`config.mk`:
```
export PLATFORM = sky130hd
export DESIGN_NAME = cht_bucket_mod
export DESIGN_NICKNAME = d
export VERILOG_FILES = /design/src/rtl/core/chained_hash_table_unit_macros.svh /design/src/rtl/core/cht_bucket_mod.sv
export SDC_FILE = /design/constraint.sdc
export NUM_CORES = 1
export LEC_CHECK = 0
export BUFFER_PORTS_ARGS = -buffer_cell sky130_fd_sc_hd__buf_2
export CORE_ASPECT_RATIO = 2
export CORE_MARGIN = 10
export CORE_UTILIZATION = 60
export DETAILED_ROUTE_END_ITERATION = 12
export GPL_TIMING_DRIVEN = 0
export PLACE_DENSITY = 0.84
export SYNTH_ARGS = -nofsm -noshare
export SYNTH_HDL_FRONTEND = slang
export SYNTH_SLANG_ARGS = --single-unit
```
`constraint.sdc`:
```
create_clock -name clk -period 9.8 [get_ports clk]
set_clock_uncertainty 0.2 [all_clocks]
set_input_delay 0.98 -clock clk [delete_from_list [all_inputs] [get_ports clk]]
set_output_delay 0.98 -clock clk [all_outputs]
set_load 0.05 [all_outputs]
```
`src/rtl/core/chained_hash_table_unit_macros.svh`:
```
// assertion macros for the chained hash table unit
// included by modules that check their own control logic
`ifndef CHAINED_HASH_TABLE_UNIT_MACROS_SVH
`define CHAINED_HASH_TABLE_UNIT_MACROS_SVH
`ifndef SYNTHESIS
`define CHT_ASSERT(label, clk, rst, prop) \
  label: assert property (@(posedge clk) disable iff (rst) prop) \
    else $error("assertion failed");
`define CHT_ASSERT_NR(label, clk, prop) \
  label: assert property (@(posedge clk) prop) else $error("assertion failed");
`else
`define CHT_ASSERT(label, clk, rst, prop)
`define CHT_ASSERT_NR(label, clk, prop)
`endif
`endif

```
`src/rtl/core/cht_bucket_mod.sv`:
```
// iterative remainder of the key byte sum by the bucket count
// depends on nothing but its ports
module cht_bucket_mod #(
  parameter int SUM_W = 11,
  parameter int BW = 7
) (
  input  logic             clk,
  input  logic             go,
  input  logic [SUM_W-1:0] sum,
  input  logic [BW-1:0]    divisor,
  output logic [SUM_W-1:0] rem,
  output logic             done
);
  localparam int CW = $clog2(SUM_W + 1);
  logic [SUM_W-1:0] acc;
  logic [CW-1:0] cnt;
  logic busy;
  logic [SUM_W:0] trial;
  logic [SUM_W:0] dsh;

  assign dsh = {{(SUM_W+1-BW){1'b0}}, divisor} << cnt;
  assign trial = {1'b0, acc} - dsh;

  always_ff @(posedge clk) begin
    done <= 1'b0;
    if (go) begin
      acc <= sum;
      cnt <= CW'(SUM_W - 1);
      busy <= 1'b1;
    end else if (busy) begin
      if (!trial[SUM_W] && (dsh >> cnt) == {{(SUM_W+1-BW){1'b0}}, divisor}) begin
        acc <= trial[SUM_W-1:0];
      end
      if (cnt == '0) begin
        busy <= 1'b0;
        done <= 1'b1;
      end else begin
        cnt <= cnt - 1'b1;
      end
    end
  end
  assign rem = acc;
endmodule

```
==> impl_results.rst, run 1 <==
.. list-table::
   :header-rows: 1

   * - Metric
     - Value
   * - Cell chosen for the clock root
     - clkbuf_8
   * - Post-synth ARST share
     - 0%
   * - Fraction of synthesized cell area taken by the top area cell type
     - about 17%
   * - Worst-case reg-to-reg path depth
     - 13
   * - Synthesis-stage register bit count
     - 17
   * - Detailed placer's ending HPWL
     - 4460 um
   * - Die boundary width
     - between 60 and 70 um
   * - Hold violation total from the final report
     - 0
   * - Largest area contributor in the netlist
     - edfxtp_1
   * - Syn Area/Cell
     - slightly above 8 sq um
   * - Nature of the critical path startpoint
     - primary input
   * - Setup Total Neg Slack
     - 0 ps
   * - Maximum fanout along the worst path
     - 11
   * - CTS hold repair buffers
     - 0
   * - Type of the worst setup path
     - in2reg
   * - Number of flops mapped to enable cells by yosys
     - 11
   * - Post-DR vias/cell
     - 6.63
   * - Critical path's largest stage delay
     - 560 ps
   * - Wire length per cell after detailed routing
     - roughly 19 um
   * - Number of buffers added for setup after CTS
     - 0
   * - Count of instances resized after the clock tree is built
     - 0
   * - Endpoint type of the worst setup path
     - flip-flop
   * - Post-route ant nets
     - 0
   * - FF-to-FF Start
     - cnt[1]
   * - Count of buffer and inverter cells on the critical path
     - 1
   * - Max-slew violation count
     - 0
   * - Max Clock Freq
     - between 200 and 250 MHz
   * - Number of remaining DRC errors
     - 0
   * - MaxCap Viol Count
     - 0
   * - Pin count of the biggest net entering global routing
     - 12
   * - Worst ir drop on vdd
     - ~210 uV
   * - Crit path arrival time
     - around 4300 ps
   * - Total overflow reported by the global router
     - 0
   * - Worst endpoint required time
     - roughly 9400 ps
   * - Leak
     - between 0.0008 and 0.0009 uW
   * - Clock tree from TritonCTS
     - yes
   * - Maximum buffer depth of the clock tree
     - 2
   * - Worst reg2reg endpoint
     - rem[7]
   * - I/O pin count
     - 32
   * - Quantity of I/O buffers inserted on ports
     - 29
   * - Instance count along the most critical hold path
     - 1
   * - Number of antenna violations at the first check in global routing
     - 0
   * - Critical path depth in cells
     - 13
   * - Starting density of the core
     - approximately three fifths
   * - Global-route wire length before repair
     - approximately 9600 um
   * - Relative max-transition margin
     - around half
   * - Number of buffers created by CTS
     - 3
   * - Final setup violation count
     - 0
   * - Fill cell count
     - 294
   * - Critical path, cell by cell
     - clkbuf_2 > mux2i_1 > a2bb2oi_1 > or2_2 > ha_1 > a31o_2 > o31ai_1 > nor3_1 > o211ai_2 > maj3_2 > o21ai_2 > o2111ai_1 > nand4b_1
   * - Number of distinct standard cells referenced by the synthesized netlist
     - between 60 and 70
   * - Cell type of the slowest stage on the worst timing path
     - nand4b_1
   * - Number of core rows
     - 29
   * - Layout cell share with drive strength beyond 1
     - approximately 22%
   * - Power density over cell area
     - roughly 340 mW/mm^2
   * - Worst setup path end
     - rem[7]
   * - Result of the run
     - complete, no violations
   * - Family with the most delay on the worst path
     - compound AO/OA/AOI/OAI gates
   * - Sink Count
     - 17
   * - Total design power
     - about 730 uW
   * - Final critical delay including setup and external delays
     - between 4000 and 5000 ps
   * - Most frequent cells in the layout
     - buf_2 (35), nand2_1 (33), nor2_1 (16)
   * - Total die area
     - ~0.006 sq mm
   * - RSZ-0062 raised after global routing
     - false
   * - Period Utilization, post-route
     - between 40% and 50%
   * - Clock transition at the registers of the reported paths
     - roughly 70 ps
   * - Die Height
     - 100 um
   * - Source-to-sink clock delay at the later pin of the worst-skew pair
     - around 260 ps
   * - Launching instance or port of the critical path
     - divisor[0]
   * - Area growth from synthesis to layout
     - 11.8%
   * - Routed wire length
     - ~5800 um
   * - Worst min-delay path category
     - reg2reg
   * - Biggest area contributors in the synthesized netlist
     - edfxtp_1 (17%), nand2_1 (6.4%), dfxtp_1 (6.2%)
   * - Final weighted congestion in routability-driven placement
     - approximately 1.1
   * - Number of iterations in the first detailed-routing pass
     - 4
   * - Number of standard cells after synthesis
     - roughly 240
   * - Post-Synthesis Net Count
     - roughly 260
   * - Warning count from the yosys run
     - 0
   * - Actual slew at the worst max-slew pin
     - 718 ps
   * - Area of the core
     - around 0.0032 sq mm
   * - Number of antenna repair diodes
     - 0
   * - Register-to-register path setup slack
     - 5440 ps
   * - Number of global-route vias before repair
     - about 2,000
   * - Post-Syn Area
     - around 0.0019 sq mm
   * - Initial DRC Count
     - 63
   * - Tot GR Track Use
     - between 10% and 20%
   * - Sequential-to-total area share from yosys stat
     - approximately a quarter
   * - Most used flip-flop cell after synthesis
     - edfxtp_1
   * - Total via count after detailed routing
     - 1,990
   * - Clock H-tree levels
     - 1
   * - Nets@finish
     - 296
   * - Commonest non-fill, non-tap cell in the layout
     - buf_2
[cells by family (layout without fill, tap and decap cells)]
| logic type | count (synthesis) | in the layout | synth area share, % |
|---|---|---|---|
| AOI/OAI and AO/OA | 70 | 70 | 26.3 |
| and+or+nand+nor | 87 | 87 | 22.7 |
| adders and majority gates | 9 | 9 | 5.49 |
| xor gates and xnor gates | 13 | 13 | 5.88 |
| muxes | 16 | 16 | 10.5 |
| buffers and inverters | 24 | 57 | 5.88 |
| DFF | 17 | 17 | 23.3 |
[synthesized netlist by cell type, drive strengths merged (3+ instances only)]
cell type and number:
nand3b 5, a31oi 3, nand2b 6, nor3 3, clkbuf 6, o21ai 16, mux2i 9, and3 3
xnor2 11, or2 4, nand2 33, nor2 16, inv 8, mux4 3, a211o 3, edfxtp 11
mux2 4, buf 10, maj3 3, dfxtp 6, a21oi 13, o2111ai 4, nand3 3, ha 6
[sequential cells by signal, indices dropped and copies added, names as in the netlist]
name	count
done	1
rem	11
cnt	4
busy	1
[metal layers]
| metal | GRT usage (%) | wire length, um |
|---|---|---|
| met1 | 20.8 | 2180 |
| met2 | 34.2 | 3070 |
| met5 | 0 | 0 |
| met4 | 12.7 | 323 |
| met3 | 2.28 | 193 |
[worst min path at each step]
stage	start	to
3_3_place_gp	busy	done
4_1_cts	busy	done
5_1_grt	busy	done
3_5_place_dp	busy	done
2_1_floorplan	busy	done
6_report	busy	done
[cell type report]
class	instances	area, sq um	area share, %
multi-input cells	195	1370	63.4
flip-flops and latches	17	450	20.8
repair buffers	29	145	6.70
plain buffers	16	83.8	3.87
clock buffers	4	45.0	2.08
well taps	31	38.8	1.79
inverters	8	30.0	1.39
[metrics by stage]
| stage | utilization [%] | setup slack (ps) | area [sq um] | cells | hold slack [ps] |
|---|---|---|---|---|---|
| CTS | 68.6 | 5170 | 2170 | 300 | 311 |
| global placement | 67.2 | 4980 | 2120 | 296 | 294 |
| global route | 68.6 | 4900 | 2170 | 300 | 331 |
| finish | 68.6 | 5150 | 2170 | 300 | 313 |
| floorplan | - | 5570 | 1940 | 236 | 282 |
| detailed placement | 67.2 | 4940 | 2120 | 296 | 303 |
[power breakdown]
part	switching, uW	internal (uW)	total, uW
Sequential	21.6	111	132
Clock	25.7	28.9	54.6
Combinational	339	203	542
Total	386	343	729
[worst reg2reg max path: stages, from the launching register on]
cell	delay [ps]
dfxtp_1	350
buf_6	150
nor2b_1	330
a2bb2oi_1	220
or2_2	310
ha_1	330
o311a_1	220
o31ai_1	120
nor3_1	320
o211ai_2	160
maj3_2	360
o21ai_2	170
a21o_1	110
nand4b_1	530
No activity file was read; power rests on OpenSTA's default activity.
==> run 2: changes to the inputs <==
--- a/config.mk
+++ b/config.mk
@@ -8,10 +8,10 @@
 export BUFFER_PORTS_ARGS = -buffer_cell sky130_fd_sc_hd__buf_2
 export CORE_ASPECT_RATIO = 2
 export CORE_MARGIN = 10
-export CORE_UTILIZATION = 60
+export CORE_UTILIZATION = 52
 export DETAILED_ROUTE_END_ITERATION = 12
 export GPL_TIMING_DRIVEN = 0
-export PLACE_DENSITY = 0.84
+export PLACE_DENSITY = 0.77
 export SYNTH_ARGS = -nofsm -noshare
 export SYNTH_HDL_FRONTEND = slang
 export SYNTH_SLANG_ARGS = --single-unit
==> constraint.sdc (replaced) <==
create_clock -name clk -period 3.9 [get_ports clk]
set_clock_uncertainty 0.2 [all_clocks]
set_input_delay 0.39 -clock clk [delete_from_list [all_inputs] [get_ports clk]]
set_output_delay 0.39 -clock clk [all_outputs]
set_load 0.05 [all_outputs]
==> run 2 against run 1 <==
Effect of this change:
- die area grew 11%
- cell area increased by 5.9%
- wire length is 4.6% higher
- power rose to 2.6 times the previous value
- utilization shrank 5.0 points
- highest routed layer unchanged
- worst hold slack got worse by 120 ps
- largest power group unchanged
==> impl_results.rst, run 2 (synthesis results as in run 1) <==
.. list-table::
   :header-rows: 1

   * - Metric
     - Value
   * - Worst-case reg-to-reg path depth
     - 14
   * - Nature of the critical path startpoint
     - flip-flop
   * - Number of core rows
     - 31
   * - Relative max-transition margin
     - between 50% and 60%
   * - Power density over cell area
     - around 840 mW/mm^2
   * - Max-slew violation count
     - 0
   * - Max Clock Freq
     - about 260 MHz
   * - Worst min-delay path category
     - in2reg
   * - Final critical delay including setup and external delays
     - 3790 ps
   * - Maximum buffer depth of the clock tree
     - 2
   * - Critical path's largest stage delay
     - around 360 ps
   * - Area growth from synthesis to layout
     - 18.4%
   * - Actual slew at the worst max-slew pin
     - 733 ps
   * - Routed wire length
     - 6020 um
   * - Endpoint type of the worst setup path
     - flip-flop
   * - Detailed placer's ending HPWL
     - between 4000 and 5000 um
   * - Number of global-route vias before repair
     - approximately 2,000
   * - Setup Total Neg Slack
     - 0 ps
   * - Period Utilization, post-route
     - a little over nine tenths
   * - Leak
     - ~0.0009 uW
   * - Starting density of the core
     - between 50% and 60%
   * - CTS hold repair buffers
     - 0
   * - Layout cell share with drive strength beyond 1
     - 27.6%
   * - Number of antenna repair diodes
     - 0
   * - Most common cell on crit path
     - buf_6
   * - Critical path, cell by cell
     - buf_6 > mux2i_2 > a2bb2oi_2 > or2_2 > ha_4 > o311a_4 > o31ai_2 > o311ai_2 > o211ai_2 > maj3_2 > o21ai_4 > o2111ai_2 > nand4b_1 > buf_6
   * - Cell type of the slowest stage on the worst timing path
     - maj3_2
   * - Nets@finish
     - 299
   * - Clock transition at the registers of the reported paths
     - roughly 80 ps
   * - Post-DR vias/cell
     - just over 6
   * - Total overflow reported by the global router
     - 0
   * - Number of flip-flops in the largest register
     - 11
   * - Area of the core
     - 0.00361 sq mm
   * - Final design instance area without fill
     - between 0.002 and 0.0025 sq mm
   * - Pin count of the biggest net entering global routing
     - 12
   * - Family with the most delay on the worst path
     - compound AO/OA/AOI/OAI gates
   * - Tot GR Track Use
     - roughly 17%
   * - Placed instance area
     - between 0.002 and 0.0025 sq mm
   * - Wire length per cell after detailed routing
     - about 19 um
   * - Worst reg2reg endpoint
     - rem[9]
   * - Worst ir drop on vdd
     - approximately 530 uV
   * - Die boundary width
     - roughly 63 um
   * - Clock tree from TritonCTS
     - yes
   * - Total via count after detailed routing
     - ~2,000
   * - Number of remaining DRC errors
     - 0
   * - Sink Count
     - 17
   * - Minimum setup slack after placement
     - -478 ps
   * - Placed cell count
     - between 300 and 400
   * - Commonest non-fill, non-tap cell in the layout
     - buf_2
   * - Worst endpoint required time
     - roughly 3700 ps
   * - Number of non-filler instances in the completed layout
     - 321
   * - Final weighted congestion in routability-driven placement
     - 1.00
   * - Critical path depth in cells
     - 14
   * - Hold violation total from the final report
     - 0
   * - Result of the run
     - complete, no violations
   * - Most frequent cells in the layout
     - buf_2 (34), nand2_1 (33), nor2_1 (15)
   * - Final setup violation count
     - 0
   * - Worst hold slack
     - approximately 200 ps
   * - Launching instance or port of the critical path
     - cnt[1]
   * - Global-route wire length before repair
     - 9390 um
   * - Least setup slack across all paths after layout
     - 112 ps
   * - Number of antenna violations at the first check in global routing
     - 0
   * - Post-route ant nets
     - 0
   * - Type of the worst setup path
     - reg2reg
   * - FF-to-FF Start
     - cnt[1]
   * - Source-to-sink clock delay at the later pin of the worst-skew pair
     - 270 ps
   * - Total die area
     - approximately 0.0067 sq mm
   * - I/O pin count
     - 32
   * - Maximum fanout along the worst path
     - 10
   * - Number of iterations in the first detailed-routing pass
     - 4
   * - Die Height
     - 106 um
   * - Number of buffers created by CTS
     - 3
   * - Quantity of I/O buffers inserted on ports
     - 29
   * - Worst setup path end
     - rem[9]
   * - Crit path arrival time
     - 3560 ps
   * - Initial DRC Count
     - 79
   * - MaxCap Viol Count
     - 0
   * - Clock H-tree levels
     - 1
   * - Count of buffer and inverter cells on the critical path
     - 2
   * - Register-to-register path setup slack
     - around 110 ps
   * - Cell chosen for the clock root
     - clkbuf_8
## run 2: cell types whose count changed in the layout (fill, tap and decap cells not counted), sizes merged
cell    change
clkinv      +1
clkbuf      -2
buf         +4
## run 2: stage by stage
step | power, uW | util, %
2_1_floorplan | 1400 | -
3_3_place_gp | 1660 | 59.4
3_5_place_dp | 1680 | 59.4
4_1_cts | 1830 | 61.2
5_1_grt | 2050 | 63.6
6_report | 1920 | 63.6
## run 2: where the power goes
group / internal (uW) / leakage (uW) / switching (uW)
clock: 71.2 / 0.0000255 / 66.7
combinational: 559 / 0.000714 / 878
sequential: 278 / 0.000159 / 70.3
## run 2: worst min-delay path: stages
cell and delay (ps):
buf_2 70, nand2_1 40, o21ai_0 50
## run 2: final cells by class
cell class | instances | area [sq um]
clock buffers | 3 | 41.3
flip-flops and latches | 17 | 450
clock inverters | 1 | 5.00
inverters | 8 | 30.0
multi-input cells | 195 | 1440
repair buffers | 33 | 183
plain buffers | 15 | 82.6
well taps | 49 | 61.3
fillers | 343 | 1310
## run 2: repair_timing
action / 4_1_cts / 5_1_grt
setup endpoints to repair: 11 / 11
setup buffers: 1 / 2
pin swaps: 1 / 6
hold endpoints to repair: 0 / 0
resized for setup: 2 / 15
gates cloned: 0 / 1
## run 2: worst min path at each step
stage          startpoint     end  slack (ps)  depth (start not counted)
3_3_place_gp         busy    done         320                          1
6_report           sum[3]  rem[3]         200                          3
4_1_cts            sum[3]  rem[3]         200                          3
2_1_floorplan        busy    done         280                          1
3_5_place_dp         busy    done         320                          1
5_1_grt            sum[6]  rem[6]         230                          3
## run 2: per-layer routing
metal,global-route usage (%),vias to the layer above,wire (um),share of wire (%)
met5,0,-,0,0
met4,12.1,0,262,4.3
met1,17.0,947,2200,36
met3,1.79,22,241,4.0
li1,-,958,-,-
met2,31.6,75,3320,55
